--- src/rtl/core/mm3_pkg.sv ---
// Shared types, constants and helper functions of the keyed MurmurHash3 block.
package mm3_pkg;

    localparam logic [31:0] MIX_C1     = 32'hcc9e2d51;
    localparam logic [31:0] MIX_C2     = 32'h1b873593;
    localparam logic [31:0] MIX_ADD    = 32'he6546b64;
    localparam logic [31:0] FIN_M1     = 32'h85ebca6b;
    localparam logic [31:0] FIN_M2     = 32'hc2b2ae35;
    localparam logic [31:0] SEED_RESET = 32'd4397;

    typedef struct packed {
        logic        do_block;
        logic        do_final;
        logic        fresh;
        logic [1:0]  tail_len;
        logic [31:0] word;
        logic [31:0] count;
        logic [31:0] key;
        logic [31:0] seed;
    } t_op;

    typedef enum logic [2:0] {
        ST_IDLE,
        ST_K1,
        ST_K2,
        ST_MIXB,
        ST_MIXT,
        ST_F1,
        ST_F2,
        ST_F3
    } t_back_state;

    function automatic logic [31:0] rotl15(input logic [31:0] x);
        rotl15 = {x[16:0], x[31:17]};
    endfunction

    function automatic logic [31:0] rotl13(input logic [31:0] x);
        rotl13 = {x[18:0], x[31:19]};
    endfunction

endpackage

--- src/rtl/core/mm3_front.sv ---
// Front end: gathers bytes into blocks and issues block and finish operations.
module mm3_front (
    input  logic          i_clk,
    input  logic          i_rst_n,
    input  logic [31:0]   i_seed,
    input  logic          i_valid,
    output logic          o_ready,
    input  logic [7:0]    i_data_byte,
    input  logic          i_has_byte,
    input  logic          i_last,
    input  logic [31:0]   i_dir_key,
    output logic          o_push,
    output mm3_pkg::t_op  o_op,
    input  logic          i_full
);
    import mm3_pkg::*;

    logic [31:0] r_part;
    logic [31:0] n_part;
    logic [1:0]  r_pos;
    logic [1:0]  n_pos;
    logic [31:0] r_total;
    logic [31:0] n_total;
    logic        r_sent;
    logic        r_started;
    logic [31:0] r_str_seed;
    logic [31:0] str_seed;
    logic        acc;
    logic        blk_full;
    logic [31:0] part_with;

    assign o_ready   = !i_full;
    assign acc       = i_valid && !i_full;
    assign part_with = r_part | ({24'd0, i_data_byte} << {r_pos, 3'b000});
    assign blk_full  = i_has_byte && (r_pos == 2'd3);
    assign str_seed  = r_started ? r_str_seed : i_seed;

    always_comb begin
        n_part  = i_has_byte ? part_with : r_part;
        n_pos   = i_has_byte ? r_pos + 2'd1 : r_pos;
        n_total = i_has_byte ? r_total + 32'd1 : r_total;
    end

    assign o_push            = acc && (blk_full || i_last);
    assign o_op.do_block     = blk_full;
    assign o_op.do_final     = i_last;
    assign o_op.fresh        = !r_sent;
    assign o_op.tail_len     = n_pos;
    assign o_op.word         = n_part;
    assign o_op.count        = n_total;
    assign o_op.key          = i_dir_key;
    assign o_op.seed         = str_seed;

    always_ff @(posedge i_clk) begin
        if (!i_rst_n) begin
            r_part     <= '0;
            r_pos      <= '0;
            r_total    <= '0;
            r_sent     <= 1'b0;
            r_started  <= 1'b0;
            r_str_seed <= '0;
        end else if (acc) begin
            if (i_last) begin
                r_part    <= '0;
                r_pos     <= '0;
                r_total   <= '0;
                r_sent    <= 1'b0;
                r_started <= 1'b0;
            end else begin
                r_part  <= blk_full ? 32'd0 : n_part;
                r_pos   <= n_pos;
                r_total <= n_total;
                if (blk_full) begin
                    r_sent <= 1'b1;
                end
                if (i_has_byte && !r_started) begin
                    r_started  <= 1'b1;
                    r_str_seed <= i_seed;
                end
            end
        end
    end

endmodule

--- src/rtl/core/mm3_queue.sv ---
// Two-entry operation queue between the front end and the hashing back end.
module mm3_queue (
    input  logic          i_clk,
    input  logic          i_rst_n,
    input  logic          i_push,
    input  mm3_pkg::t_op  i_op,
    output logic          o_full,
    input  logic          i_pop,
    output logic          o_valid,
    output mm3_pkg::t_op  o_op
);
    import mm3_pkg::*;

    t_op        r_mem [2];
    logic       r_wr;
    logic       r_rd;
    logic [1:0] r_count;

    assign o_full  = (r_count == 2'd2);
    assign o_valid = (r_count != 2'd0);
    assign o_op    = r_mem[r_rd];

    always_ff @(posedge i_clk) begin
        if (i_push) begin
            r_mem[r_wr] <= i_op;
        end
    end

    always_ff @(posedge i_clk) begin
        if (!i_rst_n) begin
            r_wr    <= 1'b0;
            r_rd    <= 1'b0;
            r_count <= '0;
        end else begin
            if (i_push) begin
                r_wr <= !r_wr;
            end
            if (i_pop) begin
                r_rd <= !r_rd;
            end
            unique case ({i_push, i_pop})
                2'b10:   r_count <= r_count + 2'd1;
                2'b01:   r_count <= r_count - 2'd1;
                default: r_count <= r_count;
            endcase
        end
    end

endmodule

--- src/rtl/core/mm3_back.sv ---
// Back end: block mixing, tail mixing, finaliser and the output register.
module mm3_back (
    input  logic          i_clk,
    input  logic          i_rst_n,
    input  logic          i_q_valid,
    input  mm3_pkg::t_op  i_op,
    output logic          o_pop,
    output logic          o_valid,
    input  logic          i_ready,
    output logic [31:0]   o_hash
);
    import mm3_pkg::*;

    t_back_state r_state;
    t_back_state n_state;
    t_op         r_op;
    logic [31:0] r_h;
    logic [31:0] n_h;
    logic [31:0] r_k;
    logic [31:0] n_k;
    logic [31:0] r_out;
    logic        r_out_valid;
    logic        load_out;
    logic [31:0] mul_a;
    logic [31:0] mul_b;
    logic [31:0] mul_p;
    logic [31:0] hc;
    logic [31:0] hm;

    assign o_valid = r_out_valid;
    assign o_hash  = r_out;
    assign mul_p   = mul_a * mul_b;
    assign hc      = r_h ^ r_op.count;
    assign hm      = rotl13(r_h ^ r_k);

    always_comb begin
        n_state  = r_state;
        n_h      = r_h;
        n_k      = r_k;
        o_pop    = 1'b0;
        load_out = 1'b0;
        mul_a    = r_op.word;
        mul_b    = MIX_C1;
        unique case (r_state)
            ST_IDLE: begin
                if (i_q_valid) begin
                    o_pop = 1'b1;
                    n_h   = i_op.fresh ? i_op.seed : r_h;
                    if (i_op.do_block || (i_op.tail_len != 2'd0)) begin
                        n_state = ST_K1;
                    end else begin
                        n_state = ST_F1;
                    end
                end
            end
            ST_K1: begin
                n_k     = mul_p;
                n_state = ST_K2;
            end
            ST_K2: begin
                mul_a   = rotl15(r_k);
                mul_b   = MIX_C2;
                n_k     = mul_p;
                n_state = r_op.do_block ? ST_MIXB : ST_MIXT;
            end
            ST_MIXB: begin
                n_h     = (hm << 2) + hm + MIX_ADD;
                n_state = r_op.do_final ? ST_F1 : ST_IDLE;
            end
            ST_MIXT: begin
                n_h     = r_h ^ r_k;
                n_state = ST_F1;
            end
            ST_F1: begin
                mul_a   = hc ^ (hc >> 16);
                mul_b   = FIN_M1;
                n_h     = mul_p;
                n_state = ST_F2;
            end
            ST_F2: begin
                mul_a   = r_h ^ (r_h >> 13);
                mul_b   = FIN_M2;
                n_h     = mul_p;
                n_state = ST_F3;
            end
            ST_F3: begin
                if (!r_out_valid || i_ready) begin
                    load_out = 1'b1;
                    n_state  = ST_IDLE;
                end
            end
            default: n_state = ST_IDLE;
        endcase
    end

    always_ff @(posedge i_clk) begin
        if (!i_rst_n) begin
            r_state     <= ST_IDLE;
            r_out_valid <= 1'b0;
        end else begin
            r_state <= n_state;
            if (load_out) begin
                r_out_valid <= 1'b1;
            end else if (i_ready) begin
                r_out_valid <= 1'b0;
            end
        end
    end

    always_ff @(posedge i_clk) begin
        r_h <= n_h;
        r_k <= n_k;
        if (o_pop) begin
            r_op <= i_op;
        end
        if (load_out) begin
            r_out <= r_h ^ (r_h >> 16) ^ r_op.key;
        end
    end

endmodule

--- src/rtl/core/murmur3_32_keyed_hash.sv ---
// Top level of the keyed MurmurHash3 x86 32-bit streaming hash.
//
// Input channel: one request per byte (i_data_byte, i_has_byte, i_last, i_dir_key),
// handshaken by i_valid and o_ready. An empty string is one request with
// i_has_byte low and i_last high. A request with neither byte nor last is dropped.
// Output channel: one hash per request with i_last high, on o_valid/i_ready.
// Configuration: i_cfg_valid with i_cfg_seed writes the seed; o_cfg_ready is
// always high. The front end samples the seed with a string's first byte, or with
// the lone request of an empty string, so a write mid-string applies to the next.
// The front end takes one byte per cycle while its two-entry queue has room.
// Each completed block takes the back end through dequeue, two multiplies and the
// fold, so long strings sustain one byte per cycle unless the receiver stalls.
// The hash of a string appears once the back end has dequeued its last operation,
// mixed any tail or final block still pending, run the finaliser steps F1 to F3
// and loaded the output register, later while earlier operations occupy it.
// A stalled receiver holds the result in the output register; the back end then
// waits, the queue fills and o_ready falls.
// Reset clears the queue, the output valid flag and the string state and loads
// seed 4397.
module murmur3_32_keyed_hash (
    input  logic        i_clk,
    input  logic        i_rst_n,
    input  logic        i_valid,
    output logic        o_ready,
    input  logic [7:0]  i_data_byte,
    input  logic        i_has_byte,
    input  logic        i_last,
    input  logic [31:0] i_dir_key,
    output logic        o_valid,
    input  logic        i_ready,
    output logic [31:0] o_hash,
    input  logic        i_cfg_valid,
    output logic        o_cfg_ready,
    input  logic [31:0] i_cfg_seed
);
    import mm3_pkg::*;

    logic [31:0] r_seed;
    logic        push;
    logic        full;
    logic        pop;
    logic        q_valid;
    t_op         op_in;
    t_op         op_out;

    assign o_cfg_ready = 1'b1;

    always_ff @(posedge i_clk) begin
        if (!i_rst_n) begin
            r_seed <= SEED_RESET;
        end else if (i_cfg_valid) begin
            r_seed <= i_cfg_seed;
        end
    end

    mm3_front u_front (
        .i_clk       (i_clk),
        .i_rst_n     (i_rst_n),
        .i_seed      (r_seed),
        .i_valid     (i_valid),
        .o_ready     (o_ready),
        .i_data_byte (i_data_byte),
        .i_has_byte  (i_has_byte),
        .i_last      (i_last),
        .i_dir_key   (i_dir_key),
        .o_push      (push),
        .o_op        (op_in),
        .i_full      (full)
    );

    mm3_queue u_queue (
        .i_clk   (i_clk),
        .i_rst_n (i_rst_n),
        .i_push  (push),
        .i_op    (op_in),
        .o_full  (full),
        .i_pop   (pop),
        .o_valid (q_valid),
        .o_op    (op_out)
    );

    mm3_back u_back (
        .i_clk     (i_clk),
        .i_rst_n   (i_rst_n),
        .i_q_valid (q_valid),
        .i_op      (op_out),
        .o_pop     (pop),
        .o_valid   (o_valid),
        .i_ready   (i_ready),
        .o_hash    (o_hash)
    );

endmodule

--- config.mk ---
export PLATFORM = sky130hd
export DESIGN_NAME = murmur3_32_keyed_hash
export DESIGN_NICKNAME = d
export VERILOG_FILES = /design/src/rtl/core/mm3_pkg.sv /design/src/rtl/core/mm3_front.sv /design/src/rtl/core/mm3_queue.sv /design/src/rtl/core/mm3_back.sv /design/src/rtl/core/murmur3_32_keyed_hash.sv
export SDC_FILE = /design/constraint.sdc
export NUM_CORES = 2
export LEC_CHECK = 0
export BUFFER_PORTS_ARGS = -buffer_cell sky130_fd_sc_hd__buf_4
export CELL_PAD_IN_SITES_DETAIL_PLACEMENT = 1
export CELL_PAD_IN_SITES_GLOBAL_PLACEMENT = 2
export CORE_MARGIN = 8
export CORE_UTILIZATION = 35
export CTS_BUF_LIST = sky130_fd_sc_hd__clkbuf_4 sky130_fd_sc_hd__clkbuf_8 sky130_fd_sc_hd__clkbuf_16
export DETAILED_ROUTE_END_ITERATION = 8
export PLACE_DENSITY = 0.66
export SLEW_MARGIN = 25
export SYNTH_ARGS = -nofsm -noshare
export SYNTH_HDL_FRONTEND = slang
export SYNTH_SLANG_ARGS = --single-unit
--- constraint.sdc ---
create_clock -name i_clk -period 21 [get_ports i_clk]
set_input_delay 1.05 -clock i_clk [delete_from_list [all_inputs] [get_ports i_clk]]
set_output_delay 1.05 -clock i_clk [all_outputs]
set_load 0.01 [all_outputs]
==> flow_metrics.py <==
metrics = {
    "detailed_routing": {
        "dr_wl_met3_um": 9550,
        "drt_iter0_drc": 2206,
        "firstDrtPassIters": 7,
        "avgViaCountPerCell": 5.20,
        "post-route-drc-count": 0,
        "routed-via-count": 27755,
        "highest_layer": "met4",
        "ant_nets": 0,
        "avgRoutedWirePerCell_um": 28.8,
        "wl_um": 154000,
        "wl_met1_um": 69000,
        "dr_wl_met2_um": 69100,
    },
    "finish": {
        "areaGrowthSynthToFinish_pct": 12.4,
        "layout_commonest_cell": "inv_1",
        "drive_gt1_share_pct": 12.5,
        "layout_common_cells": "inv_1, edfxtp_1, fa_1",
        "nets": 4408,
    },
    "flow_run": {
        "maxCapViolCount": 0,
    },
    "outcome": {
        "status": "completed",
    },
    "floorplanning": {
        "die-area_mm2": 0.129,
        "initial_core_util_pct": 35.1,
        "die_y_um": 359,
        "ios": 114,
        "coreArea_mm2": 0.118,
        "rows": 126,
        "die_x_um": 359,
    },
    "yosys": {
        "ys_types": 83,
        "synthCells": 3642,
        "syn_area_mm2": 0.0413,
        "synth_ff_type": "edfxtp_1",
        "avgSynthCellArea_um2": 11.3,
        "synth-edff-count": 460,
        "synth_nets": 4310,
        "ys_warn_count": 0,
        "seq_area_frac_synth_pct": 40.3,
        "synth_area_leaders": "edfxtp_1, fa_1, dfxtp_1, ha_1, inv_1",
        "synth_top_area_cell": "edfxtp_1",
        "netlist.area_leader.share_pct": 33.5,
        "async_reset_ff_share_pct": 0,
        "synth-seq-cells": 601,
    },
    "timing": {
        "fmax_mhz": 89.4,
        "setup_slack_ns": 9.82,
        "fin_worst_skew_ns": 0.0293,
        "max_slew_margin_pct": 26.9,
        "finalSetupViolations": 0,
        "hold_violations": 0,
        "fin_crit_ns": 11.18,
        "drv_slew": 0,
        "fin_crit_sh_pct": 53.2,
        "rsz0062_at_grt": "false",
        "worst_pin_slew_ns": 1.10,
        "setup-tns-final_ns": 0,
    },
    "setup_path": {
        "crit_end": "u_back.r_h[31]",
        "max_stage_delay_ns": 0.72,
        "crit_start": "u_back.r_state[1]",
        "path_max_fanout": 44,
        "timing.rr.start": "u_back.r_state[1]",
        "critPathLaunchType": "flop",
        "r2r_end": "u_back.r_h[31]",
        "crit_type": "flop to flop",
        "cp-end-kind": "flop",
        "worstPathRequired_ns": 21.39,
        "worstRegToRegCells": 33,
        "cp_top_family": "adder cells",
        "critPathBufInv": 10,
        "cp_data_arrival_time_ns": 11.57,
        "slowest_stage": "a311oi_1",
        "r2r_setup_slack_ns": 9.82,
        "crit_top_cell": "inv_1",
        "cp.depth": 33,
    },
    "clock_network": {
        "insertion_delay_ns": 0.65,
        "post-cts-setup-buffer-count": 0,
        "cts_root_buffer": "clkbuf_16",
        "clock-sinks": 601,
        "clk_path_buf_depth": 3,
        "cts_resized": 0,
        "cts_tree": "yes",
        "path_clk_slew_ns": 0.06,
        "cts_buffers": 70,
        "cts_hold_buf": 0,
        "ctsHtreeMaxLevel": 3,
    },
    "global_routing": {
        "antenna_found_initial": 1,
        "grt_pass1_vias": 29346,
        "grt_pass1_wl_um": 220000,
        "grtUsageTotal_pct": 23.4,
        "grt_max_degree": 68,
        "grt.overflow.total": 0,
    },
    "place": {
        "pre_cts_ws_ns": 9.88,
        "dpl.hpwl_um": 124000,
        "place_congestion": 0.980,
        "portBuffers": 112,
    },
    "hold_path": {
        "hold_path.class": "flop to flop",
    },
}
==> routing by layer <==
metal | global-route usage [%] | up-vias
li1 | - | 12276
met1 | 32.7 | 14343
met2 | 36.7 | 915
met3 | 3.73 | 221
met4 | 8.43 | 0
met5 | 0 | -
==> worst min path at each step <==
stage	end	startpoint	depth (start not counted)	slack (ns)
3_5_place_dp	u_front.r_str_seed[24]	u_front.r_str_seed[24]	2	0.46
2_1_floorplan	u_front.r_part[0]	u_front.r_part[0]	2	0.44
4_1_cts	u_front.r_str_seed[24]	u_front.r_str_seed[24]	2	0.46
5_1_grt	u_front.r_str_seed[18]	u_front.r_str_seed[18]	2	0.49
3_3_place_gp	u_front.r_str_seed[16]	u_front.r_str_seed[16]	2	0.45
6_report	u_front.r_str_seed[21]	u_front.r_str_seed[21]	2	0.46
==> registers in the layout (all words and copies together) (netlist names), 3 cells and up, named ones only <==
register            count
r_seed                 32
u_back.o_hash          32
u_back.r_h             32
u_back.r_k             32
u_back.r_op            98
u_back.r_state          3
u_front.r_part         32
u_front.r_str_seed     32
u_front.r_total        32
u_queue.r_mem         266
==> cell families after synthesis <==
logic type	synth area share [%]
AOI/OAI and AO/OA	8.38
xor gates and xnor gates	6.08
adders and majority gates	25.1
buffers and inverters	6.77
DFF	40.3
muxes	5.51
other	0.00908
and+or+nand+nor	7.84
==> layout make-up <==
cell class,instances,area [um^2]
fillers,12684,71200
multi-input cells,2307,21900
flip-flops and latches,601,16600
inverters,583,2190
clock buffers,92,1990
well taps,1536,1920
repair buffers,177,1340
clock inverters,34,409
diodes,4,10.0
==> worst reg2reg max path: cells and delay by family (launching register included) <==
kind                       cells  cell delay (ns)
buffers and inverters         10             1.86
AOI/OAI and AO/OA              8             2.98
xor gates and xnor gates       1             0.17
and+or+nand+nor                5             1.36
DFF                            1             0.58
adders and majority gates      9             3.96
==> synthesized netlist by cell type, drive strengths merged (6+ instances only) <==
cell type and n:
or2 8, buf 48, a21boi 45, xnor2 176, nand2 277, edfxtp 460, xor2 90, nor4 6
o22ai 26, clkbuf 103, mux2i 73, xnor3 6, nand3b 7, o31ai 7, dfxtp 141, nor2 209
o21bai 10, a22oi 29, nor3 16, mux2 137, nand2b 19, nand4 16, and2 29, nor2b 61
a221oi 10, a22o 8, inv 583, nand3 20, a222oi 12, a21o 68, a31oi 15, or3 13
o21ai 97, o21a 9, ha 189, o221ai 6, a211oi 10, a221o 6, a21oi 134, fa 400
and3 13
==> stage by stage <==
stage	util [%]	instances	cell area, um^2	hold WS (ns)
floorplan	-	3642	41300	0.439
global placement	37.4	5203	44000	0.447
detailed placement	37.4	5204	44000	0.456
CTS	39.5	5330	46400	0.465
global route	39.5	5330	46400	0.489
finish	39.5	5334	46400	0.459
Power is not shown: default switching activity piles up to over one toggle a cycle in this logic, so the estimate is an artifact.
